## config.mk

```make
export PLATFORM = sky130hd
export DESIGN_NAME = bissc_frame_receiver_flat
export DESIGN_NICKNAME = d
export VERILOG_FILES = /design/src/rtl/bissc_pkg.sv /design/src/rtl/bissc_if.sv /design/src/rtl/bissc_frame_receiver.sv /design/src/rtl/bissc_cfg_regs.sv /design/src/rtl/bissc_frame_core.sv /design/src/flat_wrapper.sv
export VERILOG_INCLUDE_DIRS = /design/src /design/src/rtl
export SDC_FILE = /design/constraint.sdc
export NUM_CORES = 1
export LEC_CHECK = 0
export ABC_AREA = 1
export BUFFER_PORTS_ARGS = -buffer_cell sky130_fd_sc_hd__clkbuf_2
export CAP_MARGIN = 25
export CORE_MARGIN = 2
export CORE_UTILIZATION = 30
export DETAILED_ROUTE_END_ITERATION = 8
export PLACE_DENSITY_LB_ADDON = 0.25
export SLEW_MARGIN = 20
export SYNTH_ARGS = -nofsm -noshare
export SYNTH_HDL_FRONTEND = slang
export SYNTH_SLANG_ARGS = --single-unit
```

## constraint.sdc

```tcl
create_clock -name clk -period 4 [get_ports clk]
set_input_delay 0.2 -clock clk [delete_from_list [all_inputs] [get_ports clk]]
set_output_delay 0.2 -clock clk [all_outputs]
set_load 0.02 [all_outputs]
```

## src/rtl/bissc_frame_receiver_defines.svh

```systemverilog
// ----------------------------------------------------------------------------
// BiSS-C frame receiver assertion macros
// Concurrent checks on the receiver's clock, disabled while reset is low.
// ----------------------------------------------------------------------------
`ifndef BISSC_FRAME_RECEIVER_DEFINES_SVH
`define BISSC_FRAME_RECEIVER_DEFINES_SVH

`ifndef SYNTHESIS

// antecedent implies consequent in the same cycle
`define BISSC_ASSERT_SAME(lbl, ante, cons, msg) \
	lbl: assert property (@(posedge clk) disable iff (!arst_n) (ante) |-> (cons)) \
		else $error(msg);

// antecedent implies consequent in the next cycle
`define BISSC_ASSERT_NEXT(lbl, ante, cons, msg) \
	lbl: assert property (@(posedge clk) disable iff (!arst_n) (ante) |=> (cons)) \
		else $error(msg);

`else

`define BISSC_ASSERT_SAME(lbl, ante, cons, msg)
`define BISSC_ASSERT_NEXT(lbl, ante, cons, msg)

`endif

`endif

```

## src/rtl/bissc_pkg.sv

```systemverilog
// ----------------------------------------------------------------------------
// BiSS-C frame receiver package
// Shared types, constants and a CRC6 step helper.
// ----------------------------------------------------------------------------
`default_nettype none

package bissc_pkg;

	localparam int MAX_POSITION_BITS = 31;
	localparam int MAX_TURN_BITS     = 24;
	localparam int MIN_POSITION_BITS = 8;
	localparam int CRC_BITS          = 6;

	localparam int CFG_IDX_W  = 3;
	localparam int CFG_DATA_W = 31;

	// reset values of the configuration registers
	localparam logic [4:0]  RST_POS_BITS  = 5'd24;
	localparam logic [4:0]  RST_TURN_BITS = 5'd0;
	localparam logic [30:0] RST_ORIGIN    = 31'd0;
	localparam logic [7:0]  RST_LIMIT     = 8'd16;
	localparam logic [31:0] RST_OFFSET    =
		{RST_ORIGIN[30], RST_ORIGIN} - (32'd1 << (RST_POS_BITS - 5'd1));

	// status codes
	localparam logic [2:0] ST_OK       = 3'd0;
	localparam logic [2:0] ST_NO_ACK   = 3'd1;
	localparam logic [2:0] ST_NO_START = 3'd2;
	localparam logic [2:0] ST_NO_CDS   = 3'd3;
	localparam logic [2:0] ST_CRC_ERR  = 3'd4;
	localparam logic [2:0] ST_ERR_BIT  = 3'd5;

	typedef enum logic [3:0] {
		PH_IDLE = 4'd0,
		PH_SYNC = 4'd1,
		PH_ACK  = 4'd2,
		PH_CDS  = 4'd3,
		PH_TURN = 4'd4,
		PH_POS  = 4'd5,
		PH_ERR  = 4'd6,
		PH_WRN  = 4'd7,
		PH_CRC  = 4'd8
	} phase_t;

	// effective configuration as seen by the frame core
	typedef struct packed {
		logic [4:0]  pos_bits;     // saturated to 8..31
		logic [4:0]  turn_bits;    // saturated to 0..24
		logic        err_invert;
		logic        wrn_invert;
		logic [7:0]  sync_limit;
		logic [7:0]  ack_limit;
		logic        combine_turns;
		logic [31:0] offset;       // origin minus half counts
	} cfg_t;

	typedef struct packed {
		logic        keep_clocking;
		logic        frame_done;
		logic [2:0]  status;
		logic        warn_flag;
		logic [31:0] position;
	} result_t;

	typedef struct packed {
		logic frame_open;
	} core_stat_t;

	// one MSB-first step of x^6+x+1
	function automatic logic [CRC_BITS-1:0] crc6_step(input logic [CRC_BITS-1:0] crc,
		input logic b);
		logic fb;
		fb = crc[CRC_BITS-1] ^ b;
		return {crc[CRC_BITS-2:0], 1'b0} ^ {4'b0, fb, fb};
	endfunction

endpackage

`default_nettype wire

```

## src/rtl/bissc_if.sv

```systemverilog
// ----------------------------------------------------------------------------
// BiSS-C frame receiver channels
// Valid/ready channels for period items in and frame results out.
// ----------------------------------------------------------------------------
`default_nettype none

interface bissc_in_if;
	logic valid;
	logic ready;
	logic req_type;
	logic slo_level;

	modport source (output valid, output req_type, output slo_level, input ready);
	modport sink   (input valid, input req_type, input slo_level, output ready);
endinterface

interface bissc_out_if;
	logic        valid;
	logic        ready;
	logic        keep_clocking;
	logic        frame_done;
	logic [2:0]  status;
	logic        warn_flag;
	logic [31:0] position;

	modport source (output valid, output keep_clocking, output frame_done, output status,
		output warn_flag, output position, input ready);
	modport sink   (input valid, input keep_clocking, input frame_done, input status,
		input warn_flag, input position, output ready);
endinterface

`default_nettype wire

```

## src/rtl/bissc_frame_receiver.sv

```systemverilog
// ----------------------------------------------------------------------------
// BiSS-C frame receiver
// Master-side receive path: frame sequencing, CRC6 check, position build.
// ----------------------------------------------------------------------------
// Usage:
//  item_in carries one request per item: req_type 0 opens a frame, req_type 1
//  is one MA clock period with the sampled SLO level. item_out returns exactly
//  one result per input item: keep_clocking, frame_done, status, warn_flag and
//  the centered position (valid only on a good final result).
//  Configuration must be written through cfg_we/cfg_index/cfg_wdata only
//  while idle; the block does not enforce this. An item enters the input
//  register when accepted; its result enters the result register (driving
//  item_out.valid) once free. Throughput: one item per cycle while item_out
//  does not stall, set by the frame core's single-pass update in between.
//  Reset: valid flags clear, configuration takes its defaults, core is idle.
//  When item_out stalls, the result register holds and one more item can be
//  parked in the input register; item_in.ready drops only when both are full.
// ----------------------------------------------------------------------------
`default_nettype none

`include "bissc_frame_receiver_defines.svh"

module bissc_frame_receiver
	import bissc_pkg::*;
(
	input  wire logic                  clk,
	input  wire logic                  arst_n,
	bissc_in_if.sink                   item_in,
	bissc_out_if.source                item_out,
	input  wire logic                  cfg_we,
	input  wire logic [CFG_IDX_W-1:0]  cfg_index,
	input  wire logic [CFG_DATA_W-1:0] cfg_wdata
);

	cfg_t       cfg;
	result_t    core_res;
	result_t    res_q;
	core_stat_t core_stat;
	logic       valid_s1;
	logic       req_s1;
	logic       slo_s1;
	logic       out_valid_q;
	logic       s2_free;
	logic       move_s1;
	logic       accept_in;

	assign s2_free       = !out_valid_q || item_out.ready;
	assign move_s1       = valid_s1 && s2_free;
	assign item_in.ready = !valid_s1 || s2_free;
	assign accept_in     = item_in.valid && item_in.ready;

	always_ff @(posedge clk or negedge arst_n) begin
		if (!arst_n) begin
			valid_s1 <= 1'b0;
		end else if (accept_in) begin
			valid_s1 <= 1'b1;
		end else if (move_s1) begin
			valid_s1 <= 1'b0;
		end
	end

	always_ff @(posedge clk) begin
		if (accept_in) begin
			req_s1 <= item_in.req_type;
			slo_s1 <= item_in.slo_level;
		end
	end

	bissc_cfg_regs u_cfg (
		.clk       (clk),
		.arst_n    (arst_n),
		.cfg_we    (cfg_we),
		.cfg_index (cfg_index),
		.cfg_wdata (cfg_wdata),
		.cfg       (cfg)
	);

	bissc_frame_core u_core (
		.clk       (clk),
		.arst_n    (arst_n),
		.step      (move_s1),
		.req_type  (req_s1),
		.slo_level (slo_s1),
		.cfg       (cfg),
		.res       (core_res),
		.stat      (core_stat)
	);

	always_ff @(posedge clk or negedge arst_n) begin
		if (!arst_n) begin
			out_valid_q <= 1'b0;
		end else if (move_s1) begin
			out_valid_q <= 1'b1;
		end else if (item_out.ready) begin
			out_valid_q <= 1'b0;
		end
	end

	always_ff @(posedge clk) begin
		if (move_s1) begin
			res_q <= core_res;
		end
	end

	assign item_out.valid         = out_valid_q;
	assign item_out.keep_clocking = res_q.keep_clocking;
	assign item_out.frame_done    = res_q.frame_done;
	assign item_out.status        = res_q.status;
	assign item_out.warn_flag     = res_q.warn_flag;
	assign item_out.position      = res_q.position;

	`BISSC_ASSERT_NEXT(a_step_gives_result, move_s1, out_valid_q, "processed item lost")
	`BISSC_ASSERT_NEXT(a_start_opens, move_s1 && !req_s1, core_stat.frame_open, "start ignored")
	`BISSC_ASSERT_NEXT(a_done_closes, move_s1 && core_res.frame_done, !core_stat.frame_open, "frame not closed")
	`BISSC_ASSERT_SAME(a_done_stops_clock, move_s1 && core_res.frame_done, !core_res.keep_clocking, "clocking after done")

endmodule

`default_nettype wire

```

## src/rtl/bissc_cfg_regs.sv

```systemverilog
// ----------------------------------------------------------------------------
// BiSS-C configuration registers
// Write-only register bank; derives saturated bit counts and position offset.
// ----------------------------------------------------------------------------
`default_nettype none

module bissc_cfg_regs
	import bissc_pkg::*;
(
	input  wire logic                  clk,
	input  wire logic                  arst_n,
	input  wire logic                  cfg_we,
	input  wire logic [CFG_IDX_W-1:0]  cfg_index,
	input  wire logic [CFG_DATA_W-1:0] cfg_wdata,
	output cfg_t                       cfg
);

	localparam logic [CFG_IDX_W-1:0] REG_POS_BITS  = 3'd0;
	localparam logic [CFG_IDX_W-1:0] REG_TURN_BITS = 3'd1;
	localparam logic [CFG_IDX_W-1:0] REG_ORIGIN    = 3'd2;
	localparam logic [CFG_IDX_W-1:0] REG_ERR_INV   = 3'd3;
	localparam logic [CFG_IDX_W-1:0] REG_WRN_INV   = 3'd4;
	localparam logic [CFG_IDX_W-1:0] REG_SYNC_LIM  = 3'd5;
	localparam logic [CFG_IDX_W-1:0] REG_ACK_LIM   = 3'd6;
	localparam logic [CFG_IDX_W-1:0] REG_COMBINE   = 3'd7;

	logic [4:0]  pos_bits_q;
	logic [4:0]  turn_bits_q;
	logic [30:0] origin_q;
	logic        err_inv_q;
	logic        wrn_inv_q;
	logic [7:0]  sync_lim_q;
	logic [7:0]  ack_lim_q;
	logic        combine_q;
	logic [31:0] offset_q;
	logic [4:0]  pb_eff;
	logic [4:0]  tb_eff;

	always_ff @(posedge clk or negedge arst_n) begin
		if (!arst_n) begin
			pos_bits_q  <= RST_POS_BITS;
			turn_bits_q <= RST_TURN_BITS;
			origin_q    <= RST_ORIGIN;
			err_inv_q   <= 1'b1;
			wrn_inv_q   <= 1'b1;
			sync_lim_q  <= RST_LIMIT;
			ack_lim_q   <= RST_LIMIT;
			combine_q   <= 1'b1;
		end else if (cfg_we) begin
			unique case (cfg_index)
				REG_POS_BITS:  pos_bits_q  <= cfg_wdata[4:0];
				REG_TURN_BITS: turn_bits_q <= cfg_wdata[4:0];
				REG_ORIGIN:    origin_q    <= cfg_wdata[30:0];
				REG_ERR_INV:   err_inv_q   <= cfg_wdata[0];
				REG_WRN_INV:   wrn_inv_q   <= cfg_wdata[0];
				REG_SYNC_LIM:  sync_lim_q  <= cfg_wdata[7:0];
				REG_ACK_LIM:   ack_lim_q   <= cfg_wdata[7:0];
				REG_COMBINE:   combine_q   <= cfg_wdata[0];
				default: ;
			endcase
		end
	end

	assign pb_eff = (pos_bits_q < 5'(MIN_POSITION_BITS)) ? 5'(MIN_POSITION_BITS) : pos_bits_q;
	assign tb_eff = (turn_bits_q > 5'(MAX_TURN_BITS)) ? 5'(MAX_TURN_BITS) : turn_bits_q;

	// precomputed so the final add in the core is a single 32-bit add
	always_ff @(posedge clk or negedge arst_n) begin
		if (!arst_n) begin
			offset_q <= RST_OFFSET;
		end else begin
			offset_q <= {origin_q[30], origin_q} - (32'd1 << (pb_eff - 5'd1));
		end
	end

	always_comb begin
		cfg.pos_bits      = pb_eff;
		cfg.turn_bits     = tb_eff;
		cfg.err_invert    = err_inv_q;
		cfg.wrn_invert    = wrn_inv_q;
		cfg.sync_limit    = sync_lim_q;
		cfg.ack_limit     = ack_lim_q;
		cfg.combine_turns = combine_q;
		cfg.offset        = offset_q;
	end

endmodule

`default_nettype wire

```

## src/rtl/bissc_frame_core.sv

```systemverilog
// ----------------------------------------------------------------------------
// BiSS-C frame core
// Phase sequencer, shift registers and CRC6 for one sampled SLO bit per step.
// ----------------------------------------------------------------------------
`default_nettype none

module bissc_frame_core
	import bissc_pkg::*;
(
	input  wire logic clk,
	input  wire logic arst_n,
	input  wire logic step,
	input  wire logic req_type,
	input  wire logic slo_level,
	input  wire cfg_t cfg,
	output result_t   res,
	output core_stat_t stat
);

	phase_t                     phase_q, phase_n;
	logic [7:0]                 period_q, period_n, period_inc;
	logic [4:0]                 bit_cnt_q, bit_cnt_n, bit_inc;
	logic [MAX_TURN_BITS-1:0]   turn_q, turn_n;
	logic [MAX_POSITION_BITS-1:0] pos_q, pos_n;
	logic                       err_q, err_n;
	logic                       wrn_q, wrn_n;
	logic [CRC_BITS-1:0]        crc_q, crc_n, crc_step;
	logic [CRC_BITS-1:0]        crc_rx_q, crc_rx_n, crc_rx_shift;
	logic [MAX_TURN_BITS-1:0]   turn_mask;
	logic [MAX_POSITION_BITS-1:0] pos_mask;
	logic [31:0]                merged;
	logic                       done;
	logic                       err_active;

	always_ff @(posedge clk or negedge arst_n) begin
		if (!arst_n) begin
			phase_q   <= PH_IDLE;
			period_q  <= '0;
			bit_cnt_q <= '0;
			turn_q    <= '0;
			pos_q     <= '0;
			err_q     <= 1'b1;
			wrn_q     <= 1'b1;
			crc_q     <= '0;
			crc_rx_q  <= '0;
		end else if (step) begin
			phase_q   <= phase_n;
			period_q  <= period_n;
			bit_cnt_q <= bit_cnt_n;
			turn_q    <= turn_n;
			pos_q     <= pos_n;
			err_q     <= err_n;
			wrn_q     <= wrn_n;
			crc_q     <= crc_n;
			crc_rx_q  <= crc_rx_n;
		end
	end

	assign period_inc   = (period_q == 8'hFF) ? period_q : 8'(period_q + 8'd1);
	assign bit_inc      = 5'(bit_cnt_q + 5'd1);
	assign crc_step     = crc6_step(crc_q, slo_level);
	assign crc_rx_shift = {crc_rx_q[CRC_BITS-2:0], slo_level};
	assign turn_mask    = ~({MAX_TURN_BITS{1'b1}} << cfg.turn_bits);
	assign pos_mask     = ~({MAX_POSITION_BITS{1'b1}} << cfg.pos_bits);
	// turn bits above 32 fall off the shift
	assign merged       = {1'b0, pos_q} |
		(cfg.combine_turns ? (32'(turn_q) << cfg.pos_bits) : 32'd0);
	assign err_active   = cfg.err_invert ? !err_q : err_q;

	always_comb begin
		phase_n   = phase_q;
		period_n  = period_q;
		bit_cnt_n = bit_cnt_q;
		turn_n    = turn_q;
		pos_n     = pos_q;
		err_n     = err_q;
		wrn_n     = wrn_q;
		crc_n     = crc_q;
		crc_rx_n  = crc_rx_q;
		done      = 1'b0;
		res       = '0;

		if (!req_type) begin
			phase_n   = PH_SYNC;
			period_n  = '0;
			bit_cnt_n = '0;
			turn_n    = '0;
			pos_n     = '0;
			err_n     = 1'b1;
			wrn_n     = 1'b1;
			crc_n     = '0;
			crc_rx_n  = '0;
			res.keep_clocking = 1'b1;
		end else begin
			res.keep_clocking = 1'b1;
			unique case (phase_q)
				PH_SYNC: begin
					if (!slo_level) begin
						phase_n  = PH_ACK;
						period_n = '0;
					end else begin
						period_n = period_inc;
						if (period_inc >= cfg.sync_limit) begin
							done       = 1'b1;
							res.status = ST_NO_ACK;
						end
					end
				end
				PH_ACK: begin
					if (slo_level) begin
						phase_n  = PH_CDS;
						period_n = '0;
					end else begin
						period_n = period_inc;
						if (period_inc >= cfg.ack_limit) begin
							done       = 1'b1;
							res.status = ST_NO_START;
						end
					end
				end
				PH_CDS: begin
					if (!slo_level) begin
						phase_n   = (cfg.turn_bits == 5'd0) ? PH_POS : PH_TURN;
						bit_cnt_n = '0;
					end else begin
						done       = 1'b1;
						res.status = ST_NO_CDS;
					end
				end
				PH_TURN: begin
					turn_n    = {turn_q[MAX_TURN_BITS-2:0], slo_level} & turn_mask;
					crc_n     = crc_step;
					bit_cnt_n = bit_inc;
					if (bit_inc >= cfg.turn_bits) begin
						phase_n   = PH_POS;
						bit_cnt_n = '0;
					end
				end
				PH_POS: begin
					pos_n     = {pos_q[MAX_POSITION_BITS-2:0], slo_level} & pos_mask;
					crc_n     = crc_step;
					bit_cnt_n = bit_inc;
					if (bit_inc >= cfg.pos_bits) begin
						phase_n   = PH_ERR;
						bit_cnt_n = '0;
					end
				end
				PH_ERR: begin
					err_n   = slo_level;
					crc_n   = crc_step;
					phase_n = PH_WRN;
				end
				PH_WRN: begin
					wrn_n     = slo_level;
					crc_n     = crc_step;
					phase_n   = PH_CRC;
					bit_cnt_n = '0;
				end
				PH_CRC: begin
					crc_rx_n  = crc_rx_shift;
					bit_cnt_n = bit_inc;
					if (bit_inc >= 5'(CRC_BITS)) begin
						done = 1'b1;
						// transmitted CRC is inverted
						if (~crc_q != crc_rx_shift) begin
							res.status = ST_CRC_ERR;
						end else begin
							res.warn_flag = cfg.wrn_invert ? !wrn_q : wrn_q;
							if (err_active) begin
								res.status = ST_ERR_BIT;
							end else begin
								res.position = merged + cfg.offset;
							end
						end
					end
				end
				default: begin
					// idle: period ignored, all-zero result
					res.keep_clocking = 1'b0;
				end
			endcase
			if (done) begin
				res.keep_clocking = 1'b0;
				res.frame_done    = 1'b1;
				phase_n           = PH_IDLE;
			end
		end
	end

	assign stat.frame_open = (phase_q != PH_IDLE);

endmodule

`default_nettype wire
```

## src/flat_wrapper.sv

```systemverilog
// flat-port wrapper written by rule: the top's interface ports become plain ports
module bissc_frame_receiver_flat import bissc_pkg::*;
  (clk, arst_n, cfg_we, cfg_index, cfg_wdata, item_in_valid, item_in_req_type, item_in_slo_level, item_in_ready, item_out_valid, item_out_keep_clocking, item_out_frame_done, item_out_status, item_out_warn_flag, item_out_position, item_out_ready);
  bissc_in_if item_in_i ();
  bissc_out_if item_out_i ();
  input  wire logic clk;
  input  wire logic arst_n;
  input  wire logic cfg_we;
  input  wire logic [CFG_IDX_W-1:0] cfg_index;
  input  wire logic [CFG_DATA_W-1:0] cfg_wdata;
  input wire logic [$bits(item_in_i.valid)-1:0] item_in_valid;
  input wire logic [$bits(item_in_i.req_type)-1:0] item_in_req_type;
  input wire logic [$bits(item_in_i.slo_level)-1:0] item_in_slo_level;
  output wire logic [$bits(item_in_i.ready)-1:0] item_in_ready;
  output wire logic [$bits(item_out_i.valid)-1:0] item_out_valid;
  output wire logic [$bits(item_out_i.keep_clocking)-1:0] item_out_keep_clocking;
  output wire logic [$bits(item_out_i.frame_done)-1:0] item_out_frame_done;
  output wire logic [$bits(item_out_i.status)-1:0] item_out_status;
  output wire logic [$bits(item_out_i.warn_flag)-1:0] item_out_warn_flag;
  output wire logic [$bits(item_out_i.position)-1:0] item_out_position;
  input wire logic [$bits(item_out_i.ready)-1:0] item_out_ready;
  assign item_in_i.valid = item_in_valid;
  assign item_in_i.req_type = item_in_req_type;
  assign item_in_i.slo_level = item_in_slo_level;
  assign item_in_ready = item_in_i.ready;
  assign item_out_valid = item_out_i.valid;
  assign item_out_keep_clocking = item_out_i.keep_clocking;
  assign item_out_frame_done = item_out_i.frame_done;
  assign item_out_status = item_out_i.status;
  assign item_out_warn_flag = item_out_i.warn_flag;
  assign item_out_position = item_out_i.position;
  assign item_out_i.ready = item_out_ready;
  bissc_frame_receiver u_core (.clk(clk), .arst_n(arst_n), .item_in(item_in_i), .item_out(item_out_i), .cfg_we(cfg_we), .cfg_index(cfg_index), .cfg_wdata(cfg_wdata));
endmodule
```

==> results of run 1 <==
## routing by layer
| layer | wire (µm) | GRT usage | part of all wire |
|---|---|---|---|
| met1 | 21800 | 0.261 | 0.49 |
| met2 | 19500 | 0.288 | 0.44 |
| met3 | 2000 | 0.0201 | 0.045 |
| met5 | 0 | 0 | 0 |
| met4 | 1000 | 0.0473 | 0.023 |
## area by class of cell
type,count,area [µm²],area share
inverters,244,916,0.0545
repair buffers,159,1090,0.0648
clock inverters,11,139,0.00826
clock buffers,37,753,0.0448
multi-input cells,1331,7460,0.444
well taps,607,759,0.0452
flip-flops and latches,219,5700,0.339
## metrics by stage
step           hold WS, ps  power, W
6_report              37.1   0.00955
3_3_place_gp           336   0.00700
3_5_place_dp           346   0.00700
4_1_cts               21.7   0.00958
2_1_floorplan        -95.6   0.00572
5_1_grt               70.7    0.0103
## power by group
group	switching (W)	leakage (nW)	internal, W	total (W)
clock network	0.000974	0.443	0.00150	0.00248
logic	0.00266	4.82	0.00136	0.00402
registers	0.000307	2.68	0.00275	0.00305
total	0.00394	7.94	0.00561	0.00955
## cell usage after synthesis (all sizes together) (2+ instances only)
library cell / count
o22ai: 33
nor3b: 2
a21boi: 5
nor3: 15
mux2: 23
buf: 19
dfrtp: 161
a32o: 3
xnor2: 13
o311ai: 2
a31oi: 12
nor2: 156
o211ai: 12
dfstp: 18
nand3b: 4
or3: 2
inv: 244
ha: 94
o221ai: 5
or2: 8
o21ai: 187
xor2: 33
o32ai: 6
mux2i: 2
o21bai: 14
nand3: 107
nor4: 6
o21a: 7
clkbuf: 35
nand4: 15
conb: 2
o2111ai: 5
nand2: 412
o41ai: 2
fa: 2
o31ai: 4
edfxtp: 40
a21oi: 111
a21o: 15
## cells by family after synthesis
| logic type | Yosys count | synth area share |
|---|---|---|
| buffers and inverters | 298 | 0.0810 |
| flip-flops | 219 | 0.400 |
| XOR/XNOR | 46 | 0.0283 |
| other | 2 | 0.000527 |
| AO/OA/AOI/OAI | 428 | 0.173 |
| AND/OR/NAND/NOR | 729 | 0.213 |
| multiplexers | 25 | 0.0196 |
| adder cells (fa/ha/maj) | 96 | 0.0853 |
## worst min-delay path: stages
cell      delay (ps)
clkbuf_2          70
inv_1            110
o21ai_0          170
## sequential cells by signal, summed over array words and instances (netlist names), 3 cells and up
register	count
u_core.item_out.position	32
u_core.u_cfg.offset_q	32
u_core.u_cfg.origin_q	31
u_core.u_core.pos_q	31
u_core.u_core.turn_q	24
u_core.u_cfg.ack_lim_q	8
u_core.u_cfg.sync_lim_q	8
u_core.u_core.period_q	8
u_core.u_core.crc_q	6
u_core.u_cfg.pos_bits_q	5
u_core.u_cfg.turn_bits_q	5
u_core.u_core.bit_cnt_q	5
u_core.u_core.crc_rx_q	5
u_core.u_core.phase_q	4
u_core.item_out.status	3
## worst paths after layout
path                                                        startpoint                                    endpoint  slack, ps  cells after the start
worst min-delay path                                      cfg_wdata[2]       u_core.u_cfg.ack_lim_q[2]$_DFFE_PN0P_         40                      3
max in group asynchronous                                       arst_n             u_core.u_core.err_q$_DFFE_PN1P_       2730                      3
worst min register to register   u_core.u_cfg.ack_lim_q[2]$_DFFE_PN0P_       u_core.u_cfg.ack_lim_q[2]$_DFFE_PN0P_        490                      2
min in group asynchronous                                       arst_n       u_core.u_core.period_q[1]$_DFFE_PN0P_        300                      2
worst max register to register  u_core.u_cfg.pos_bits_q[4]$_DFFE_PN1P_  u_core.item_out.position[25]$_SDFFCE_PP0P_        260                     24
worst max-delay path            u_core.u_cfg.pos_bits_q[4]$_DFFE_PN1P_  u_core.item_out.position[25]$_SDFFCE_PP0P_        260                     24
## what timing repair did
action                     CTS  global route
hold buffers                36             0
setup endpoints to repair    0            20
resized for setup            0            15
hold endpoints to repair   114             0
==> results.cfg, run 1 <==
[logic_synthesis]
synth_top_area_frac = 0.283
async_flop_share = 0.817
ys_types = 60
ys.warnings.count = 0
seq_area_frac_synth = 0.400
synth-seq-cells = 219
synthCells = 1843
synth_top_cells_by_area = dfrtp_1, nand2_1, edfxtp_1
yosys.area.top_type = dfrtp_1
synth_edf_count = 40
postSynth.topFlopCell = dfrtp_1
syn_area_per_cell_um2 = 7.73
netlist_area_um2 = 14300

[final_layout]
final_cells = 2608
nNetsFinal = 2118
areaGrowthSynthToFinish_pct = 18.0
insertedDiodeCount = 0
fin_util = 0.360
layout_common_cells = nand2_1, inv_1, dfrtp_1
nFillCells = 4946
final_area_um2 = 16800
final_layout_size_suffix_gt1_frac = 0.122
final_common_cell = nand2_1

[cts]
cts_buffers = 26
clockRootBuffer = clkbuf_16
post-cts-setup-buffers = 0
cts_buffer_depth = 3
ctsHtreeMaxLevel = 1
cts.reportedPaths.clkPinSlew_ps = 60
cts_tree = done
worstSkewPairLatency_ps = 550
numClockSinks = 219

[run_status]
outcome = complete, no violations

[setup_path]
slowest_stage = dfstp_2
cp-start-kind = flip-flop
cp_top_family = simple AND/OR/NAND/NOR gates
critPathKind = reg -> reg
max_stage_delay_ps = 570
crit_top_cell = nor2_1
worstPathCellList = inv_2 -> nand2_4 -> nand2_4 -> buf_4 -> nand2_1 -> o21ai_0 -> nand2_1 -> o21ai_0 -> o21ai_1 -> nand2_1 -> o21ai_1 -> o21ai_1 -> ha_1 -> nand2_1 -> nor2_1 -> inv_1 -> nor2_1 -> inv_1 -> nor2_1 -> nor2_1 -> nand2_1 -> a21boi_1 -> nor2_1 -> nor2_1
required_ps = 4310
cp_num_buf_inv = 4
critPathMaxFanout = 19
worstPathArrival_ps = 4040
end_kind = flip-flop

[floorplanning]
die_h_um = 222
die_area_um2 = 49300
fp.dieW_um = 222
ios = 81
num_rows = 79
core_area_um2 = 46800
initial_utilization = 0.305

[sta]
finalHoldViolations = 0
max_freq_mhz = 268
fin_ws_ps = 264
tightest_slew_ps = 857
period_share = 0.934
setup_violations = 0
rsz0062_at_grt = false
setup_tns_ps = 0
fin_crit_ps = 3740
slew_headroom = 0.429
drv_slew = 0
finClkSkew_ps = 13.5

[job]
maxCapViolations = 0

[power_and_ir_drop]
p_leak_nw = 7.94
power_density_nw_per_um2 = 568
vdd_drop_max_uv = 266

[routing]
drcViolationCount = 0
vias = 12900
routed_wl_mm = 44.3
first_iter_violations = 921
dr.pass1.iters = 5
vias_per_cell = 4.95
wl_per_cell_um = 17.0
ant_nets = 0

[global_routing]
grt_start_max_net_pins = 92
grt_pass1_wl_mm = 71.2
antenna_found_initial = 0
grt_usage = 0.181
grt_pass1_vias = 12700
grt-ovfl-total = 0

[place]
globalplace.congestion = 0.914
dp_hpwl_mm = 35.0
dp_cells = 2524
dpl_worst_slack_ps = 113
io_buffers = 80
placed_area_um2 = 15500

[worst_hold_path]
hp-class = in -> reg
Power figures use the tool's default switching activity.
==> run 2, diff against run 1 <==
--- a/config.mk
+++ b/config.mk
@@ -6,9 +6,10 @@
 export SDC_FILE = /design/constraint.sdc
 export NUM_CORES = 1
 export LEC_CHECK = 0
-export ABC_AREA = 1
 export BUFFER_PORTS_ARGS = -buffer_cell sky130_fd_sc_hd__clkbuf_2
 export CAP_MARGIN = 25
+export CELL_PAD_IN_SITES_DETAIL_PLACEMENT = 0
+export CELL_PAD_IN_SITES_GLOBAL_PLACEMENT = 1
 export CORE_MARGIN = 2
 export CORE_UTILIZATION = 30
 export DETAILED_ROUTE_END_ITERATION = 8
==> results.cfg, run 2 <==
[logic_synthesis]
synth_common_cells = nand2_1, dfrtp_1, o21ai_0
netlist_area_um2 = 13800
synth.most_common_cell = nand2_1
postSynth.topFlopCell = dfrtp_1
synth_top_area_frac = 0.292
yosys.area.top_type = dfrtp_1
synth_top_cells_by_area = dfrtp_1, edfxtp_1, ha_1
syn_area_per_cell_um2 = 9.39
ys_types = 70
synthCells = 1470
synth_edf_count = 40
seq_area_frac_synth = 0.413
ys.warnings.count = 0
synth-seq-cells = 219
async_flop_share = 0.817

[power_and_ir_drop]
power_density_nw_per_um2 = 558
p_int_w = 0.00600
power_switching_w = 0.00351
p_leak_nw = 7.68
clkPwrFrac = 0.277
pwr-share-comb = 0.393
seqPwrFrac = 0.330
swShare = 0.369
vdd_drop_max_uv = 291

[cts]
cts_buffers = 28
cts_buffer_depth = 3
ctsHtreeMaxLevel = 1
cts_tree = done
cts.reportedPaths.clkPinSlew_ps = 60
numClockSinks = 219
clockRootBuffer = clkbuf_16
worstSkewPairLatency_ps = 560

[routing]
first_iter_violations = 742
drcViolationCount = 0
vias = 11500
wl_per_cell_um = 18.1
dr.pass1.iters = 5
routed_wl_mm = 41.2
vias_per_cell = 5.02
ant_nets = 0

[setup_path]
end_kind = flip-flop
critPathMaxFanout = 15
cp-start-kind = flip-flop
worstPathCellList = o21ai_2 -> buf_12 -> mux2i_2 -> mux2i_1 -> a22oi_1 -> buf_4 -> o22ai_1 -> a21o_1 -> ha_1 -> nand2_1 -> nor3_1 -> a22oi_1 -> a21bo_2 -> or2_2 -> a21o_1 -> a21oi_1 -> xor2_1 -> nor2_1
max_stage_delay_ps = 570
worstPathArrival_ps = 4200
required_ps = 4280
cp_num_buf_inv = 2
critPathKind = reg -> reg
cp_top_family = compound AO/OA/AOI/OAI gates
slowest_stage = dfstp_2

[global_routing]
grt_pass1_vias = 11300
grt_pass1_wl_mm = 65.1
grt_start_max_net_pins = 92
antenna_found_initial = 4
grt_usage = 0.174
grt-ovfl-total = 0

[sta]
max_freq_mhz = 255
period_share = 0.980
holdWs_ps = 63.1
finalHoldViolations = 0
drv_slew = 0
setup_violations = 0
finClkSkew_ps = 14.2
fin_ws_ps = 80.1
rsz0062_at_grt = true
fin_crit_ps = 3920
tightest_slew_ps = 965
slew_headroom = 0.351

[final_layout]
final_layout_size_suffix_gt1_frac = 0.213
fin_util = 0.376
layout_common_cells = nand2_1, dfrtp_1, buf_4
nFillCells = 4590
regArea_um2 = 5700
areaGrowthSynthToFinish_pct = 23.5
multi_input_area_um2 = 7790
insertedDiodeCount = 0
nNetsFinal = 1795
final_common_cell = nand2_1

[floorplanning]
num_rows = 78
fp.dieW_um = 219
initial_utilization = 0.304
die_h_um = 219
ios = 81
die_area_um2 = 47800
core_area_um2 = 45400

[place]
globalplace.congestion = 0.862
dpl_worst_slack_ps = -40.4
dp_hpwl_mm = 31.1
io_buffers = 80

[run_status]
outcome = complete, no violations

[worst_hold_path]
hp-class = in -> reg

[job]
maxCapViolations = 0
## run 2: cell count changes after synthesis, moves of 45 or more
| cell | change |
|---|---|
| nand3_1 | -64 |
| nor2_1 | -54 |
| nand2_1 | -193 |
| inv_1 | -185 |
| o21ai_0 | -60 |
| mux2i_1 | +45 |
## run 2: final cells by class
class,instances,area share
multi-input cells,1130,0.457
flip-flops and latches,219,0.334
repair buffers,226,0.0966
clock buffers,40,0.0480
well taps,600,0.0440
inverters,53,0.0121
clock inverters,12,0.00807
## run 2: metrics by stage
step	cells	power, W	area, µm²	setup TNS (ps)
after floorplan	1475	0.00549	13900	-55.0
after global placement	2188	0.00680	15600	0
after detailed placement	2188	0.00682	15600	-80.3
after CTS	2276	0.00955	16900	0
after global routing	2280	0.0102	17100	-570
final	2280	0.00951	17100	0
## run 2: path summary, 6_finish.rpt
path	from	end	slack (ps)	depth (start not counted)
worst max-delay path	u_core.u_cfg.pos_bits_q[3]$_DFFE_PN1P_	u_core.item_out.position[25]$_SDFFCE_PP0P_	80	18
worst min-delay path	cfg_wdata[0]	u_core.u_cfg.origin_q[0]$_DFFE_PN0P_	60	3
worst max register to register	u_core.u_cfg.pos_bits_q[3]$_DFFE_PN1P_	u_core.item_out.position[25]$_SDFFCE_PP0P_	80	18
worst min register to register	u_core.u_core.turn_q[23]$_DFFE_PN0P_	u_core.u_core.turn_q[23]$_DFFE_PN0P_	500	2
max in group asynchronous	arst_n	u_core.u_cfg.offset_q[23]$_DFF_PN1_	2690	3
min in group asynchronous	arst_n	u_core.u_core.period_q[2]$_DFFE_PN0P_	240	2
## run 2: worst min-delay path, cell delays in order
cell      delay, ps
clkbuf_2        200
nand2_1          90
o21ai_0          70
## run 2: power groups by stage
stage               Clock [W]  Sequential [W]  Combinational [W]
floorplan                   0         0.00296            0.00253
global placement            0         0.00317            0.00363
detailed placement          0         0.00317            0.00365
CTS                   0.00271         0.00313            0.00371
global route          0.00280         0.00318            0.00418
finish                0.00263         0.00314            0.00374
## run 2: repair_timing
| action | in CTS | in global routing |
|---|---|---|
| endpoints found under the hold margin | 129 | 0 |
| endpoints found under the setup margin | 2 | 23 |
| gates resized for setup | 2 | 28 |
| setup buffers | 0 | 4 |
| pin swaps | 0 | 5 |
| hold buffers | 36 | 0 |
## run 2: cell families (layout without fill, tap and decap cells)
kind of cell / count (synthesis) / after routing / synth area share
xor+xnor: 74 / 74 / 0.0469
buf+inv: 126 / 331 / 0.0352
fa+ha+maj: 96 / 96 / 0.0881
flops: 219 / 219 / 0.413
simple gates: 477 / 477 / 0.156
mux: 104 / 104 / 0.0805
compound gates: 372 / 372 / 0.180
other cells: 2 / 7 / 0.000544
## run 2: metal layers
| metal | vias up | track usage | routed length (µm) |
|---|---|---|---|
| met5 | - | 0 | 29 |
| met4 | 4 | 0.0422 | 761 |
| met3 | 46 | 0.0217 | 1610 |
| met2 | 193 | 0.271 | 18200 |
| met1 | 5551 | 0.255 | 20600 |
| li1 | 5659 | - | - |
==> run 3, diff against run 2 <==
--- a/config.mk
+++ b/config.mk
@@ -11,7 +11,7 @@
 export CELL_PAD_IN_SITES_DETAIL_PLACEMENT = 0
 export CELL_PAD_IN_SITES_GLOBAL_PLACEMENT = 1
 export CORE_MARGIN = 2
-export CORE_UTILIZATION = 30
+export CORE_UTILIZATION = 35
 export DETAILED_ROUTE_END_ITERATION = 8
 export PLACE_DENSITY_LB_ADDON = 0.25
 export SLEW_MARGIN = 20
==> results.cfg, run 3 (synthesized netlist as in run 2, its figures left out) <==
[setup_path]
crit_top_cell = a21oi_2
critPathKind = reg -> reg
worstPathArrival_ps = 4130
max_stage_delay_ps = 390
startpoint = u_core.u_cfg.pos_bits_q[3]$_DFFE_PN1P_
cp.depth = 17
rrSetupSlack_ps = 150
slowest_stage = dfstp_2
cp_num_buf_inv = 2
worstPathCellList = o21ai_4 -> clkbuf_16 -> mux2i_4 -> mux2i_2 -> a21oi_2 -> buf_4 -> o21bai_1 -> ha_1 -> a21oi_1 -> o21ai_1 -> a22oi_1 -> a21bo_2 -> or2_4 -> a21o_1 -> a21oi_2 -> xor2_1 -> nor2_1
critPathMaxFanout = 5
end_kind = flip-flop
r2r-start = u_core.u_cfg.pos_bits_q[3]$_DFFE_PN1P_
required_ps = 4280
cp_top_family = compound AO/OA/AOI/OAI gates
reg2reg_depth = 17
worstReg2RegEnd = u_core.item_out.position[25]$_SDFFCE_PP0P_
crit_end = u_core.item_out.position[25]$_SDFFCE_PP0P_
cp-start-kind = flip-flop

[sta]
finClkSkew_ps = 24.2
rsz0062_at_grt = true
slew_headroom = 0.414
holdWs_ps = 23.2
tightest_slew_ps = 873
drv_slew = 0
max_freq_mhz = 260
setup_violations = 0
fin_crit_ps = 3850
period_share = 0.962
finalHoldViolations = 0

[routing]
dr.pass1.iters = 5
ant_nets = 0
dr_wl_met2_mm = 17.2
dr.max_layer_used = met4
first_iter_violations = 779
vias = 11400
m1WireLength_mm = 20.1
met3_length_mm = 1.86
wl_per_cell_um = 18.1
vias_per_cell = 5.19
routed_wl_mm = 39.8
drcViolationCount = 0

[final_layout]
nFillCells = 3782
final_layout_size_suffix_gt1_frac = 0.237
insertedDiodeCount = 0
nNetsFinal = 1790
areaGrowthSynthToFinish_pct = 25.0
final_common_cell = nand2_1
layout_common_cells = nand2_1, dfrtp_1, buf_4

[place]
globalplace.congestion = 0.874
dp_hpwl_mm = 29.9
io_buffers = 80

[cts]
cts_buffer_depth = 3
cts_buffers = 29
ctsHtreeMaxLevel = 1
numClockSinks = 219
clockRootBuffer = clkbuf_16
cts_tree = done
cts.reportedPaths.clkPinSlew_ps = 60
worstSkewPairLatency_ps = 580

[worst_hold_path]
hp-class = in -> reg

[floorplanning]
initial_utilization = 0.356
fp.dieW_um = 203
die_area_um2 = 41100
num_rows = 72
core_area_um2 = 38800
ios = 81
die_h_um = 203

[power_and_ir_drop]
power_density_nw_per_um2 = 552
total_power_w = 0.00952
p_leak_nw = 7.66
vdd_drop_max_uv = 281

[global_routing]
grt_usage = 0.191
grt_pass1_vias = 11100
grt_pass1_wl_mm = 62.2
antenna_found_initial = 2
grt_start_max_net_pins = 101
grt-ovfl-total = 0

[run_status]
outcome = complete, no violations

[job]
maxCapViolations = 0
-- run 3: changes by cell type in the layout (fill, tap and decap cells not counted), moves of 4 or more --
| cell | change |
|---|---|
| mux2i_1 | -14 |
| nor2_1 | -5 |
| buf_4 | -12 |
| ha_1 | -6 |
| mux2i_2 | +7 |
| nor2_2 | +5 |
| ha_4 | +4 |
| mux2i_4 | +7 |
-- run 3: per-stage QoR --
| step | cells | utilization | worst slack, ps | TNS, ps | instance area [µm²] |
|---|---|---|---|---|---|
| 6_report | 2194 | 0.445 | 152 | 0 | 17300 |
| 2_1_floorplan | 1475 | - | -55.0 | -55.0 | 13900 |
| 3_3_place_gp | 2088 | 0.395 | -66.1 | -123 | 15400 |
| 5_1_grt | 2194 | 0.445 | -53.9 | -211 | 17300 |
| 4_1_cts | 2178 | 0.429 | 27.8 | 0 | 16700 |
| 3_5_place_dp | 2088 | 0.395 | -98.6 | -254 | 15400 |
-- run 3: tightest hold or removal path: cells and delay by family --
family | cells | cell delay, ps
simple gates | 1 | 90
buf+inv | 1 | 180
compound gates | 1 | 70
-- run 3: worst min-delay path by stage --
| stage | from | end | slack (ps) | cells past startpoint |
|---|---|---|---|---|
| after global routing | cfg_wdata[0] | u_core.u_cfg.pos_bits_q[0]$_DFFE_PN0P_ | 70 | 3 |
| after detailed placement | arst_n | u_core.u_core.period_q[1]$_DFFE_PN0P_ | 390 | 1 |
| after floorplan | arst_n | u_core.item_out.valid$_DFFE_PN0P_ | -100 | 0 |
| final | cfg_wdata[0] | u_core.u_cfg.pos_bits_q[0]$_DFFE_PN0P_ | 20 | 3 |
| after global placement | arst_n | u_core.u_core.period_q[0]$_DFFE_PN0P_ | 380 | 1 |
| after CTS | cfg_wdata[0] | u_core.u_cfg.pos_bits_q[0]$_DFFE_PN0P_ | 10 | 3 |
-- run 3: cell type report --
type | count | area (µm²) | share of cell area
Timing Repair Buffer | 220 | 1670 | 0.0969
Tap cell | 518 | 648 | 0.0376
Clock inverter | 11 | 73.8 | 0.00428
Multi-Input combinational cell | 1130 | 8110 | 0.470
Inverter | 53 | 206 | 0.0120
Sequential cell | 219 | 5700 | 0.330
Clock buffer | 43 | 850 | 0.0492
-- run 3: layer usage --
metal,track usage,vias to the layer above
met3,0.0278,36
met1,0.291,5441
met5,0,-
met2,0.287,254
met4,0.0401,0
li1,-,5666
-- run 3: power breakdown --
group | switching (W) | leakage, nW | internal, W
Combinational | 0.00214 | 4.54 | 0.00172
Sequential | 0.000432 | 2.66 | 0.00273
Clock | 0.00103 | 0.461 | 0.00147
Total | 0.00360 | 7.66 | 0.00592
-- run 3: repair_timing --
| action | in CTS | in global routing |
|---|---|---|
| setup buffers | 0 | 13 |
| setup endpoints to repair | 5 | 21 |
| pin swaps | 1 | 30 |
| endpoints found under the hold margin | 138 | 0 |
| gates cloned | 0 | 2 |
| gates resized for setup | 6 | 84 |
| hold buffers | 36 | 0 |
